--- src/sv/imuafd_pkg.sv ---
// ----------------------------------------------------------------------------
// IMU angle frame decoder package
// Shared constants and the frame record that passes between the frame
// assembler and the angle scaling stage.
// ----------------------------------------------------------------------------
package imuafd_pkg;

	// Frame layout.
	localparam logic [7:0] FRAME_HEADER = 8'h55;
	localparam logic [7:0] ANGLE_TYPE   = 8'h53;
	localparam int unsigned POS_W       = 4;
	localparam logic [3:0] LAST_POS     = 4'd10;
	localparam int unsigned NUM_STORED  = 9;

	// Field widths.
	localparam int unsigned BYTE_W = 8;
	localparam int unsigned WORD_W = 16;
	localparam int unsigned DEG_W  = 9;
	localparam logic [8:0]  MAX_DEG = 9'd360;

	// Division by 182: the word is halved, then divided by 91 through a
	// multiplication by ceil(2^21 / 91). The error term stays below one for
	// every 15-bit operand, so the quotient is exact without correction.
	localparam int unsigned HALF_W      = 15;
	localparam int unsigned PROD_W      = 30;
	localparam int unsigned RECIP_SHIFT = 21;
	localparam logic [14:0] RECIP_MULT  = 15'd23046;

	// One completed frame, ready for scaling.
	typedef struct packed {
		logic [15:0] roll_word;
		logic [15:0] pitch_word;
		logic        accept;
	} frame_t;

endpackage

--- src/sv/imu_angle_frame_decoder_top.sv ---
// ----------------------------------------------------------------------------
// IMU angle frame decoder
// Assembles 11-byte inertial sensor frames from received serial bytes and
// reports the held roll and pitch angles in whole degrees per frame.
// ----------------------------------------------------------------------------
//  Channel   Direction  Payload
//  s_axis    in         tdata[7:0] = rx_byte
//  m_axis    out        tdata[8:0] = roll_deg, tdata[17:9] = pitch_deg,
//                       tuser[0] = updated
//
//  One byte is taken per cycle unless the stages ahead are stalled. A completed
//  frame, once its last byte is accepted into the input register, passes the
//  frame register, the reciprocal product register and the result register in turn.
//  Reset clears the frame position, header and held angles to zero.
//  Each stage holds while the one after it is full and stalled, so bytes keep flowing
//  in while a result waits as long as an earlier stage has room.
// ----------------------------------------------------------------------------
module imu_angle_frame_decoder_top (
	input  logic        clk,
	input  logic        arst_n,
	input  logic        s_axis_tvalid,
	output logic        s_axis_tready,
	input  logic [7:0]  s_axis_tdata,   // [7:0] rx_byte
	output logic        m_axis_tvalid,
	input  logic        m_axis_tready,
	output logic [23:0] m_axis_tdata,   // [8:0] roll_deg, [17:9] pitch_deg, [23:18] zero
	output logic [0:0]  m_axis_tuser    // [0] updated
);

	logic                                byte_valid_s1;
	logic [imuafd_pkg::BYTE_W-1:0]       byte_s1;
	logic                                asm_ready;
	logic                                frame_valid_s2;
	imuafd_pkg::frame_t                  frame_s2;
	logic                                frame_ready;
	logic [imuafd_pkg::DEG_W-1:0]        roll_q;
	logic [imuafd_pkg::DEG_W-1:0]        pitch_q;
	logic                                updated_q;

	// Input register.
	assign s_axis_tready = !byte_valid_s1 || asm_ready;

	always_ff @(posedge clk or negedge arst_n) begin
		if (!arst_n) begin
			byte_valid_s1 <= 1'b0;
		end else if (s_axis_tready) begin
			byte_valid_s1 <= s_axis_tvalid;
		end
	end

	always_ff @(posedge clk) begin
		if (s_axis_tready && s_axis_tvalid) begin
			byte_s1 <= s_axis_tdata;
		end
	end

	// Frame assembly.
	imuafd_assembler u_assembler (
		.clk            (clk),
		.arst_n         (arst_n),
		.in_valid       (byte_valid_s1),
		.in_byte        (byte_s1),
		.in_ready       (asm_ready),
		.frame_valid_s2 (frame_valid_s2),
		.frame_s2       (frame_s2),
		.frame_ready    (frame_ready)
	);

	// Angle scaling and result register.
	imuafd_scale u_scale (
		.clk         (clk),
		.arst_n      (arst_n),
		.frame_valid (frame_valid_s2),
		.frame       (frame_s2),
		.frame_ready (frame_ready),
		.res_valid_q (m_axis_tvalid),
		.roll_q      (roll_q),
		.pitch_q     (pitch_q),
		.updated_q   (updated_q),
		.res_ready   (m_axis_tready)
	);

	// Output packing.
	assign m_axis_tdata = {6'b0, pitch_q, roll_q};
	assign m_axis_tuser = updated_q;

	// A stalled frame record keeps its contents until the scaler takes it.
	a_frame_hold : assert property (@(posedge clk) disable iff (!arst_n)
		frame_valid_s2 && !frame_ready |=> frame_valid_s2 && $stable(frame_s2))
		else $error("frame record changed while stalled");

	// Scaled angles never exceed the full turn.
	a_deg_range : assert property (@(posedge clk) disable iff (!arst_n)
		m_axis_tvalid |-> (roll_q <= imuafd_pkg::MAX_DEG) && (pitch_q <= imuafd_pkg::MAX_DEG))
		else $error("angle out of range");

	// An empty input register always takes the next item.
	a_in_free : assert property (@(posedge clk) disable iff (!arst_n)
		!byte_valid_s1 |-> s_axis_tready)
		else $error("input refused while input register empty");

endmodule

--- src/sv/imuafd_assembler.sv ---
// ----------------------------------------------------------------------------
// IMU angle frame assembler
// Tracks the byte position within an 11-byte frame, stores the header and
// payload bytes, and on completion registers the raw angle words together
// with the type and zero checks.
// ----------------------------------------------------------------------------
module imuafd_assembler (
	input  logic                 clk,
	input  logic                 arst_n,
	input  logic                 in_valid,
	input  logic [7:0]           in_byte,
	output logic                 in_ready,
	output logic                 frame_valid_s2,
	output imuafd_pkg::frame_t   frame_s2,
	input  logic                 frame_ready
);

	logic [imuafd_pkg::POS_W-1:0]  pos_q;
	logic [imuafd_pkg::BYTE_W-1:0] header_q;
	logic [imuafd_pkg::BYTE_W-1:0] bytes_q [imuafd_pkg::NUM_STORED];
	logic                          take;
	logic                          complete;
	logic [imuafd_pkg::POS_W-1:0]  wr_idx;
	imuafd_pkg::frame_t            frame_next;

	// An item is taken whenever the frame register is free or draining.
	assign in_ready = !frame_valid_s2 || frame_ready;
	assign take     = in_valid && in_ready;
	assign wr_idx   = pos_q - 4'd1;

	// The final byte completes a frame with a good header.
	always_comb begin
		complete = take && (pos_q != '0) && (header_q == imuafd_pkg::FRAME_HEADER) &&
			(pos_q >= imuafd_pkg::LAST_POS);
		frame_next.roll_word  = {bytes_q[2], bytes_q[1]};
		frame_next.pitch_word = {bytes_q[4], bytes_q[3]};
		frame_next.accept     = (bytes_q[0] == imuafd_pkg::ANGLE_TYPE) &&
			(bytes_q[5] == '0) && (bytes_q[6] == '0) &&
			(bytes_q[7] == '0) && (bytes_q[8] == '0);
	end

	// Position and header tracking.
	always_ff @(posedge clk or negedge arst_n) begin
		if (!arst_n) begin
			pos_q    <= '0;
			header_q <= '0;
		end else if (take) begin
			if (pos_q == '0) begin
				header_q <= in_byte;
				pos_q    <= 4'd1;
			end else if (header_q != imuafd_pkg::FRAME_HEADER) begin
				pos_q <= '0;
			end else if (pos_q < imuafd_pkg::LAST_POS) begin
				pos_q <= pos_q + 4'd1;
			end else begin
				pos_q <= '0;
			end
		end
	end

	// Payload bytes at positions one to nine; the checksum is not kept.
	always_ff @(posedge clk) begin
		if (take && (pos_q != '0) && (header_q == imuafd_pkg::FRAME_HEADER) &&
				(pos_q < imuafd_pkg::LAST_POS)) begin
			bytes_q[wr_idx] <= in_byte;
		end
	end

	// Frame register towards the scaling stage.
	always_ff @(posedge clk or negedge arst_n) begin
		if (!arst_n) begin
			frame_valid_s2 <= 1'b0;
		end else if (in_ready) begin
			frame_valid_s2 <= complete;
		end
	end

	always_ff @(posedge clk) begin
		if (complete) begin
			frame_s2 <= frame_next;
		end
	end

endmodule

--- src/sv/imuafd_scale.sv ---
// ----------------------------------------------------------------------------
// IMU angle scaling stage
// Divides the raw angle words by 182 with a reciprocal multiplication,
// keeps the held angles and presents the result register.
// ----------------------------------------------------------------------------
module imuafd_scale (
	input  logic                            clk,
	input  logic                            arst_n,
	input  logic                            frame_valid,
	input  imuafd_pkg::frame_t              frame,
	output logic                            frame_ready,
	output logic                            res_valid_q,
	output logic [imuafd_pkg::DEG_W-1:0]    roll_q,
	output logic [imuafd_pkg::DEG_W-1:0]    pitch_q,
	output logic                            updated_q,
	input  logic                            res_ready
);

	logic                              prod_valid_s3;
	logic [imuafd_pkg::PROD_W-1:0]     roll_prod_s3;
	logic [imuafd_pkg::PROD_W-1:0]     pitch_prod_s3;
	logic                              accept_s3;
	logic                              out_ready;
	logic                              s3_ready;
	logic [imuafd_pkg::HALF_W-1:0]     roll_half;
	logic [imuafd_pkg::HALF_W-1:0]     pitch_half;
	logic [imuafd_pkg::DEG_W-1:0]      roll_div;
	logic [imuafd_pkg::DEG_W-1:0]      pitch_div;

	// Flow control between the product register and the result register.
	assign out_ready   = !res_valid_q || res_ready;
	assign s3_ready    = !prod_valid_s3 || out_ready;
	assign frame_ready = s3_ready;

	assign roll_half  = frame.roll_word[imuafd_pkg::WORD_W-1:1];
	assign pitch_half = frame.pitch_word[imuafd_pkg::WORD_W-1:1];

	// Reciprocal products.
	always_ff @(posedge clk or negedge arst_n) begin
		if (!arst_n) begin
			prod_valid_s3 <= 1'b0;
		end else if (s3_ready) begin
			prod_valid_s3 <= frame_valid;
		end
	end

	always_ff @(posedge clk) begin
		if (s3_ready && frame_valid) begin
			roll_prod_s3  <= imuafd_pkg::PROD_W'(roll_half) *
				imuafd_pkg::PROD_W'(imuafd_pkg::RECIP_MULT);
			pitch_prod_s3 <= imuafd_pkg::PROD_W'(pitch_half) *
				imuafd_pkg::PROD_W'(imuafd_pkg::RECIP_MULT);
			accept_s3     <= frame.accept;
		end
	end

	// The quotient is the top of the product.
	assign roll_div  = roll_prod_s3[imuafd_pkg::PROD_W-1:imuafd_pkg::RECIP_SHIFT];
	assign pitch_div = pitch_prod_s3[imuafd_pkg::PROD_W-1:imuafd_pkg::RECIP_SHIFT];

	// Result register; the angle registers double as the held angles.
	always_ff @(posedge clk or negedge arst_n) begin
		if (!arst_n) begin
			res_valid_q <= 1'b0;
			roll_q      <= '0;
			pitch_q     <= '0;
			updated_q   <= 1'b0;
		end else if (out_ready) begin
			res_valid_q <= prod_valid_s3;
			if (prod_valid_s3) begin
				updated_q <= accept_s3;
				if (accept_s3) begin
					roll_q  <= roll_div;
					pitch_q <= pitch_div;
				end
			end
		end
	end

endmodule

--- config.mk ---
export PLATFORM = sky130hd
export DESIGN_NAME = imu_angle_frame_decoder_top
export DESIGN_NICKNAME = d
export VERILOG_FILES = /design/src/sv/imuafd_pkg.sv /design/src/sv/imu_angle_frame_decoder_top.sv /design/src/sv/imuafd_assembler.sv /design/src/sv/imuafd_scale.sv
export SDC_FILE = /design/constraint.sdc
export NUM_CORES = 1
export LEC_CHECK = 0
export BUFFER_PORTS_ARGS = -buffer_cell sky130_fd_sc_hd__buf_2
export CAP_MARGIN = 20
export CORE_ASPECT_RATIO = 0.8
export CORE_MARGIN = 3
export CORE_UTILIZATION = 55
export CTS_BUF_LIST = sky130_fd_sc_hd__clkbuf_8
export DETAILED_ROUTE_END_ITERATION = 7
export HOLD_SLACK_MARGIN = 0.03
export PLACE_DENSITY = 0.72
export SLEW_MARGIN = 20
export SYNTH_ARGS = -nofsm -noshare
export SYNTH_HDL_FRONTEND = slang
export SYNTH_HIERARCHICAL = 1
export SYNTH_SLANG_ARGS = --single-unit
--- constraint.sdc ---
create_clock -name clk -period 5.59 [get_ports clk]
set_clock_uncertainty 0.15 [all_clocks]
set_input_delay 1.118 -clock clk [delete_from_list [all_inputs] [get_ports clk]]
set_output_delay 1.118 -clock clk [all_outputs]
set_load 0.005 [all_outputs]
==> flow_summary_export.csv, run 1 <==
group,metric,value,unit
status,status,"complete, no violations",
timing,worst_slack,0.2579,ns
setup_path,ff2ff_path_depth,18,
detailed_routing,drt_iter0_drc,306,
detailed_routing,post_drt_wl_per_cell,15.35,µm
timing,fin_crit_sh,0.9539,
timing,hold_viol,0,
synth,syn_area,0.01127,mm²
detailed_routing,vias,6419,
min_path,hold_path_class,"reg -> reg",
cells_and_area,fin_nets,1231,
timing,drv_slew,0,
pwr,p_leak,5.846,nW
floorplan,start_util,0.5641,
setup_path,arrival,5.37,ns
cells_and_area,insertedDiodeCount,0,
floorplan,die_w,166.0,µm
clock_network,htreeDepth,4,
placement,hpwl,14.82,mm
setup_path,crit_path_top_delay_cell,"fa_1",
placement,port_buffers,32,
floorplan,die_y,134.0,µm
timing,setup_viol_count_final,0,
synth,postSynthAreaPerCell,12.66,µm²
timing,max_freq,187.5,MHz
detailed_routing,drtAntennaViolNets,0,
setup_path,cpPeakStageDelay,0.53,ns
cells_and_area,drive_gt1_frac,0.1339,
clock_network,numClockSinks,163,
cells_and_area,fill_cells,1590,
setup_path,path_cells,"ha_1 > inv_1 > fa_1 > inv_1 > fa_1 > fa_1 > ha_1 > inv_1 > fa_1 > inv_1 > ha_1 > a21oi_1 > o21ai_1 > o31ai_2 > a221oi_2 > o41ai_2 > o21bai_1 > xor2_1",
detailed_routing,first_pass_iters,4,
min_path,hold_end,"u_assembler/frame_s2[31]",
pwr,pwr_density_cell,187.1,mW/mm²
pwr,peakVddDrop,0.1547,mV
floorplan,pin_count,39,
flow_run,maxCapViolCount,0,
timing,setup-tns-final,0,ns
clock_network,clk_pin_slew,0.10,ns
setup_path,crit_fanout,4,
setup_path,cp.required,5.63,ns
detailed_routing,drc,0,
setup_path,crit_path_start_kind,"register",
global_route,track_usage,0.1773,
cells_and_area,final_common_cell,"ha_1",
placement,dp_cells,1183,
floorplan,rows,46,
global_route,antenna_found_initial,0,
cells_and_area,final_cell_mix,"ha_1, inv_1, edfxtp_1",
global_route,grt_pass1_vias,6655,
min_path,holdCritStartpoint,"u_assembler/bytes_q[2][6]",
global_route,grt_overflow_total,0,
detailed_routing,via_per_inst,5.261,
setup_path,reg2reg_from,"u_assembler/frame_s2[6]",
clock_network,numCtsBuffers,17,
synth,yosysWarnings,6,
floorplan,die_area,0.02225,mm²
timing,min_period,5.332,ns
cells_and_area,stdcell_count,1220,
timing,slew_headroom,0.4314,
clock_network,clockBufferDepth,2,
timing,worst_pin_slew,0.8505,ns
setup_path,r2r_setup_slack,0.26,ns
setup_path,path_class,"reg -> reg",
synth,syn_inst,890,
min_path,whs_path_depth,0,
cells_and_area,syn_to_final_growth,8.574,%
placement,preCtsSetupSlack,0.1382,ns
setup_path,timing.rr.end,"u_scale/pitch_prod_s3[27]",
detailed_routing,routed_wl,18.73,mm
clock_network,clk_latency,0.44,ns
floorplan,coreArea,0.01997,mm²
setup_path,endpoint_kind,"register",
clock_network,cts_tree,"built",
pwr,p_total,2.289,mW
global_route,grt_pass1_wl,32.00,mm
global_route,grt_start_max_net_pins,36,
clock_network,cts-root-buf,"clkbuf_8",
placement,place.gp.congestion,0.8302,
per-stage QoR:
step / utilization / area [µm²] / hold WS (ns)
3_5_place_dp: 0.5868 / 11720 / 0.2545
6_report: 0.6125 / 12230 / 0.2767
3_3_place_gp: 0.5868 / 11720 / 0.2516
2_1_floorplan: - / 11280 / 0.2503
4_1_cts: 0.6085 / 12150 / 0.2771
5_1_grt: 0.6125 / 12230 / 0.2829
critical path, delay by kind of cell (launching register included):
kind            cells  cell delay [ns]
compound gates      6             1.23
xor+xnor            1             0.16
fa+ha+maj           7             2.87
buf+inv             4             0.22
flops               1             0.47
repair_timing:
item	4_1_cts	5_1_grt
resized for setup	0	4
endpoints found under the setup margin	0	5
hold buffers	0	0
setup buffers	0	4
flip-flops by register name, indices dropped and copies added (netlist names), 4 cells and up:
register               count
u_scale/roll_prod_s3       9
byte_s1                    8
u_scale/roll_q             9
u_scale/pitch_q            9
u_assembler/pos_q          4
u_assembler/frame_s2      31
u_assembler/header_q       8
u_scale/pitch_prod_s3      9
u_assembler/bytes_q       70
how the worst max path moves through the flow:
stage                                        from                        end  slack (ns)  cells after the start
after floorplan           u_assembler/frame_s2[3]  u_scale/pitch_prod_s3[27]        0.43                     18
after global placement    u_assembler/frame_s2[3]  u_scale/pitch_prod_s3[27]        0.21                     18
after detailed placement  u_assembler/frame_s2[3]  u_scale/pitch_prod_s3[27]        0.14                     18
after CTS                 u_assembler/frame_s2[3]  u_scale/pitch_prod_s3[27]        0.11                     18
after global routing      u_assembler/frame_s2[6]  u_scale/pitch_prod_s3[27]       -0.02                     18
final                     u_assembler/frame_s2[6]  u_scale/pitch_prod_s3[27]        0.26                     18
power breakdown:
part	leakage [nW]	internal (mW)	switching, mW
sequential	1.62	1.33	0.0277
combinational	4.02	0.0331	0.0326
clock	0.214	0.353	0.513
total	5.85	1.72	0.573
layout make-up:
type	count	area [µm²]	share of cell area
Multi-Input combinational cell	552	5897	0.4821
Sequential cell	163	4720	0.3858
Inverter	169	634.4	0.05186
Tap cell	264	330.3	0.02700
Clock buffer	17	234.0	0.01913
Timing Repair Buffer	40	217.7	0.01780
Clock inverter	15	198.9	0.01626
metal layers:
layer | track usage | share of wire | vias up
met2 | 0.2788 | 0.44 | 100
met4 | 0.03557 | 0.0058 | 0
met3 | 0.04095 | 0.049 | 9
met1 | 0.2570 | 0.51 | 3104
met5 | 0 | 0 | -
li1 | - | - | 3206
(Power assumes the default switching activity.)
==> run 2, diff against run 1 <==
- ABC_AREA: unset -> 1
==> run 2 against run 1 <==
Against the previous run: clock-buffer cell count is the same; design area rose by 10%; setup slack improved by 0.45 ns; area after synthesis grew 11%; critical endpoint is now u_scale/pitch_prod_s3[28]; sequential cell count is the same; critical path depth unchanged; wire length is 32% higher; synthesized cell count increased by 48%; critical path type unchanged.
==> flow_summary_export.csv, run 2 <==
group,metric,value,unit
status,status,"complete, no violations",
cells_and_area,drive_gt1_frac,0.07381,
setup_path,crit_fanout,6,
synth,syn_area,0.01254,mm²
global_route,track_usage,0.2119,
clock_network,clk_latency,0.47,ns
clock_network,numCtsBuffers,17,
timing,drv_slew,0,
pwr,p_clk_frac,0.398,
floorplan,start_util,0.5705,
floorplan,die_y,141.1,µm
synth,postSynthAreaPerCell,9.501,µm²
cells_and_area,stdcell_count,1682,
cells_and_area,final_common_cell,"nand2_1",
global_route,grt_start_max_net_pins,36,
clock_network,cts-root-buf,"clkbuf_8",
timing,rsz0062_at_grt,"false",
setup_path,path_cells,"ha_1 > inv_1 > fa_1 > inv_1 > fa_1 > fa_1 > ha_1 > inv_1 > fa_1 > inv_1 > ha_1 > nand2_1 > nor2_1 > nand4_1 > nor2_1 > nand2_1 > nand4_1 > nand2_1",
pwr,power.net_switching,580.2,µW
placement,port_buffers,32,
detailed_routing,drtAntennaViolNets,0,
floorplan,pin_count,39,
cells_and_area,syn_to_final_growth,7.473,%
clock_network,htreeDepth,4,
detailed_routing,post_drt_wl_per_cell,14.70,µm
global_route,antenna_found_initial,0,
clock_network,cts_hold_buf,0,
setup_path,endpoint_kind,"register",
detailed_routing,first_pass_iters,5,
setup_path,ff2ff_path_depth,18,
synth,syn_inst,1320,
cells_and_area,largest_register_ffs,70,
min_path,hold_path_class,"reg -> reg",
setup_path,crit_path_end,"u_scale/pitch_prod_s3[28]",
setup_path,r2r_setup_slack,0.71,ns
cells_and_area,top_regs,"u_assembler/bytes_q (70), u_assembler/frame_s2 (31)",
clock_network,numClockSinks,163,
placement,hpwl,20.00,mm
clock_network,clk_pin_slew,0.09,ns
setup_path,crit_path_start_kind,"register",
setup_path,reg2reg_from,"u_assembler/frame_s2[3]",
floorplan,die_w,174.8,µm
clock_network,cts_resized,0,
timing,worst_pin_slew,0.8422,ns
global_route,grt_pass1_vias,8427,
timing,fin_crit_sh,0.8726,
detailed_routing,drc,0,
detailed_routing,routed_wl,24.73,mm
setup_path,crit_path_top_delay_cell,"fa_1",
timing,min_period,4.878,ns
setup_path,cp.required,5.66,ns
timing,slew_headroom,0.4385,
pwr,pwr-share-comb,0.027,
flow_run,maxCapViolCount,0,
synth,yosysWarnings,6,
global_route,grt_pass1_wl,41.63,mm
cells_and_area,fin_nets,1657,
pwr,cellInternalPower,1.774,mW
pwr,power_switching_share,0.2464,
setup_path,crit_start,"u_assembler/frame_s2[3]",
timing,hold_viol,0,
pwr,peakVddDrop,0.2263,mV
setup_path,path_class,"reg -> reg",
setup_path,timing.rr.end,"u_scale/pitch_prod_s3[28]",
placement,place.gp.congestion,0.9826,
cells_and_area,final_cell_mix,"nand2_1, inv_1, ha_1",
placement,dp_cells,1650,
floorplan,coreArea,0.02198,mm²
detailed_routing,drt_iter0_drc,679,
timing,setup-tns-final,0,ns
cells_and_area,insertedDiodeCount,0,
timing,setup_viol_count_final,0,
clock_network,clockBufferDepth,2,
setup_path,cpPeakStageDelay,0.53,ns
setup_path,cp.depth,18,
floorplan,die_area,0.02466,mm²
floorplan,rows,48,
pwr,p_leak,7.040,nW
cells_and_area,regMostFlops,"u_assembler/bytes_q",
setup_path,arrival,4.95,ns
timing,max_freq,205.0,MHz
global_route,grt_overflow_total,0,
clock_network,cts_tree,"built",
pwr,pwr_density_cell,174.7,mW/mm²
pwr,power_frac_seq,0.575,
detailed_routing,vias,8370,
detailed_routing,via_per_inst,4.976,
setup_path,cp_num_buf_inv,4,
clock_network,postCtsSetupBuffers,0,
setup_path,crit_family,"adder cells",
## run 2: worst reg2reg max path: stages (launching register included)
cell and delay [ns]:
edfxtp_1 0.50, ha_1 0.37, inv_1 0.06, fa_1 0.53, inv_1 0.05, fa_1 0.52, fa_1 0.43, ha_1 0.30
inv_1 0.05, fa_1 0.50, inv_1 0.04, ha_1 0.30, nand2_1 0.08, nor2_1 0.27, nand4_1 0.17, nor2_1 0.11
nand2_1 0.08, nand4_1 0.09, nand2_1 0.05
## run 2: layer usage
layer | track usage | vias to the layer above | wire [µm]
li1 | - | 4334 | -
met1 | 0.3164 | 3842 | 12680
met2 | 0.3255 | 169 | 10640
met3 | 0.03635 | 25 | 1195
met4 | 0.04994 | 0 | 215
met5 | 0 | - | 0
## run 2: stage by stage
| stage | utilization | hold WS [ns] | total power, mW | setup WS [ns] | area [µm²] |
|---|---|---|---|---|---|
| after floorplan | - | 0.2503 | 1.417 | 1.051 | 12560 |
| after global placement | 0.5931 | 0.2501 | 1.443 | 0.8122 | 13040 |
| after detailed placement | 0.5931 | 0.2545 | 1.446 | 0.7435 | 13040 |
| after CTS | 0.6132 | 0.2724 | 2.372 | 0.7210 | 13480 |
| after global routing | 0.6132 | 0.2669 | 2.438 | 0.4181 | 13480 |
| final | 0.6132 | 0.2709 | 2.354 | 0.7119 | 13480 |
## run 2: layout make-up
type	count	area, µm²
well taps	300	375.4
clock buffers	17	234.0
multi-input cells	873	6718
clock inverters	15	206.4
repair buffers	33	167.7
flip-flops and latches	163	4720
inverters	281	1057
fillers	1861	8503
## run 2: worst min path at each step
stage	slack, ns	start	cells past startpoint	end
after floorplan	0.25	u_assembler/bytes_q[4][1]	0	u_assembler/frame_s2[10]
after global placement	0.25	u_assembler/bytes_q[3][3]	0	u_assembler/frame_s2[4]
after detailed placement	0.25	u_assembler/bytes_q[4][6]	0	u_assembler/frame_s2[15]
after CTS	0.27	u_assembler/bytes_q[3][7]	0	u_assembler/frame_s2[8]
after global routing	0.27	u_assembler/bytes_q[4][1]	0	u_assembler/frame_s2[10]
final	0.27	u_assembler/bytes_q[4][1]	0	u_assembler/frame_s2[10]
## run 2: power by group through the flow
stage | logic, mW | clock network, mW | registers, mW
6_report | 0.0630 | 0.937 | 1.35
5_1_grt | 0.0740 | 1.00 | 1.36
4_1_cts | 0.0636 | 0.952 | 1.36
3_5_place_dp | 0.0635 | 0 | 1.38
3_3_place_gp | 0.0610 | 0 | 1.38
2_1_floorplan | 0.0488 | 0 | 1.37
==> run 3, diff against run 2 <==
--- a/config.mk
+++ b/config.mk
@@ -13,4 +13,5 @@
 export CORE_UTILIZATION = 55
 export CTS_BUF_LIST = sky130_fd_sc_hd__clkbuf_8
+export CTS_CLUSTER_DIAMETER = 120
 export DETAILED_ROUTE_END_ITERATION = 7
 export HOLD_SLACK_MARGIN = 0.03
==> constraint.sdc (replaced) <==
create_clock -name clk -period 5.59 [get_ports clk]
set_clock_uncertainty 0.15 [all_clocks]
set_input_delay 0.2795 -clock clk [delete_from_list [all_inputs] [get_ports clk]]
set_output_delay 0.2795 -clock clk [all_outputs]
set_load 0.005 [all_outputs]
==> run 3 against run 2 <==
Against the previous run: register-to-register slack is essentially flat; die area stayed put; non-clock buffer count rose by 11; global-route usage grew 0.13 points; sequential cell count did not move; via count is 1.1% higher; wire length increased by 0.65%; setup slack worse by 0.0034 ns; sequential power about the same; total power is 0.26% higher; clock power hardly changed; largest power group unchanged; clock-buffer cell count unchanged.
==> flow_summary_export.csv, run 3 (synthesis results as in run 2) <==
group,metric,value,unit
timing,max_freq,204.9,MHz
min_path,hold_path_class,"reg -> reg",
clock_network,numClockSinks,163,
clock_network,postCtsSetupBuffers,0,
global_route,track_usage,0.2132,
detailed_routing,vias,8463,
timing,hold_viol,0,
placement,port_buffers,32,
floorplan,die_w,174.8,µm
detailed_routing,drc,0,
timing,whs,0.2708,ns
pwr,p_leak,7.086,nW
timing,worst_pin_slew,0.8401,ns
clock_network,cts_hold_buf,11,
cells_and_area,drive_gt1_frac,0.07322,
setup_path,arrival,4.95,ns
timing,setup-tns-final,0,ns
floorplan,die_area,0.02466,mm²
setup_path,cp.depth,18,
cells_and_area,fin_nets,1668,
cells_and_area,post-route-cell-area,0.01359,mm²
placement,place_area,0.01304,mm²
timing,rsz0062_at_grt,"false",
setup_path,cpPeakStageDelay,0.53,ns
floorplan,start_util,0.5705,
timing,min_period,4.882,ns
cells_and_area,fill_cells,1845,
cells_and_area,largest_register_ffs,70,
placement,place.gp.congestion,0.9826,
cells_and_area,syn_to_final_growth,8.351,%
pwr,p_clk_frac,0.396,
cells_and_area,regMostFlops,"u_assembler/bytes_q",
pwr,cellInternalPower,1.779,mW
status,status,"complete, no violations",
pwr,peakVddDrop,0.2258,mV
clock_network,numCtsBuffers,17,
global_route,grt_overflow_total,0,
pwr,pwr_density_cell,173.7,mW/mm²
cells_and_area,final_cell_mix,"nand2_1, inv_1, ha_1",
cells_and_area,top_regs,"u_assembler/bytes_q (70), u_assembler/frame_s2 (31)",
global_route,grt_pass1_wl,41.95,mm
min_path,whs_path_depth,0,
flow_run,maxCapViolCount,0,
floorplan,rows,48,
clock_network,clk_pin_slew,0.09,ns
clock_network,htreeDepth,4,
detailed_routing,drt_iter0_drc,687,
floorplan,die_y,141.1,µm
setup_path,ff2ff_path_depth,18,
setup_path,path_cells,"ha_1 > inv_1 > fa_1 > inv_1 > fa_1 > fa_1 > ha_1 > inv_1 > fa_1 > inv_1 > ha_1 > nand2_1 > nor2_1 > nand2_1 > inv_1 > nand4_1 > nand4_1 > nand2_1",
cells_and_area,utilization,0.6182,
setup_path,crit_fanout,6,
placement,hpwl,20.00,mm
setup_path,path_class,"reg -> reg",
detailed_routing,via_per_inst,4.999,
timing,setup_viol_count_final,0,
pwr,power_frac_seq,0.574,
setup_path,cp_num_buf_inv,5,
global_route,grt_start_max_net_pins,36,
floorplan,coreArea,0.02198,mm²
setup_path,crit_family,"adder cells",
setup_path,cpMostUsedCell,"inv_1",
floorplan,pin_count,39,
setup_path,crit_path_start_kind,"register",
global_route,grt_pass1_vias,8489,
clock_network,clk_latency,0.46,ns
timing,drv_slew,0,
setup_path,crit_path_top_delay_cell,"fa_1",
detailed_routing,first_pass_iters,5,
clock_network,clockBufferDepth,2,
timing,slew_headroom,0.4399,
cells_and_area,insertedDiodeCount,0,
setup_path,endpoint_kind,"register",
pwr,pwr-share-comb,0.029,
detailed_routing,drtAntennaViolNets,0,
clock_network,cts-root-buf,"clkbuf_8",
detailed_routing,routed_wl,24.89,mm
cells_and_area,final_common_cell,"nand2_1",
pwr,power.net_switching,581.3,µW
timing,fin_crit_sh,0.8733,
setup_path,cp.required,5.66,ns
clock_network,cts_tree,"built",
detailed_routing,post_drt_wl_per_cell,14.70,µm
global_route,antenna_found_initial,0,
pwr,power_switching_share,0.2463,
clock_network,cts_resized,0,
[run 3: cell count changes in the layout (fill, tap and decap cells not counted), sizes merged]
cell         change
dlygate4sd3     +11
[run 3: path summary, 6_finish.rpt]
kind	startpoint	end	slack, ns
worst min-delay path	u_assembler/bytes_q[3][7]	u_assembler/frame_s2[8]	0.27
worst max register to register	u_assembler/frame_s2[3]	u_scale/pitch_prod_s3[22]	0.71
max in group asynchronous	arst_n	u_scale/pitch_q[6]	4.44
worst max-delay path	u_assembler/frame_s2[3]	u_scale/pitch_prod_s3[22]	0.71
worst min register to register	u_assembler/bytes_q[3][7]	u_assembler/frame_s2[8]	0.27
min in group asynchronous	arst_n	byte_valid_s1	0.29
[run 3: layout make-up]
type	instances	area, µm²	area share
tap	300	375.4	0.02762
multi-input combinational	873	6718	0.4944
clock buffer	17	234.0	0.01722
sequential	163	4720	0.3473
inverter	281	1057	0.07781
timing repair buffer	44	277.8	0.02044
clock inverter	15	206.4	0.01519
[run 3: worst register-to-register path, cell delays in order (launching register included)]
cell and delay [ns]:
edfxtp_1 0.50, ha_1 0.37, inv_1 0.06, fa_1 0.53, inv_1 0.05, fa_1 0.52, fa_1 0.43, ha_1 0.30
inv_1 0.05, fa_1 0.50, inv_1 0.04, ha_1 0.30, nand2_1 0.08, nor2_1 0.27, nand2_1 0.09, inv_1 0.09
nand4_1 0.11, nand4_1 0.14, nand2_1 0.06
[run 3: per-layer routing]
layer | GRT usage | part of all wire | vias up
li1 | - | - | 4353
met1 | 0.3171 | 0.50 | 3866
met2 | 0.3294 | 0.43 | 221
met3 | 0.03635 | 0.055 | 23
met4 | 0.04994 | 0.0084 | 0
met5 | 0 | 0 | -
[run 3: per-stage QoR]
stage,worst slack (ns),power (mW),std cells
floorplan,1.051,1.417,1325
finish,0.7085,2.360,1693
detailed placement,0.7435,1.446,1650
global placement,0.8122,1.443,1650
CTS,0.7210,2.377,1693
global route,0.4181,2.446,1693
[run 3: power by group through the flow]
stage | combinational (mW) | sequential, mW | clock [mW]
after floorplan | 0.0488 | 1.37 | 0
after global placement | 0.0610 | 1.38 | 0
after detailed placement | 0.0635 | 1.38 | 0
after CTS | 0.0693 | 1.36 | 0.952
after global routing | 0.0804 | 1.36 | 1.01
final | 0.0696 | 1.35 | 0.936
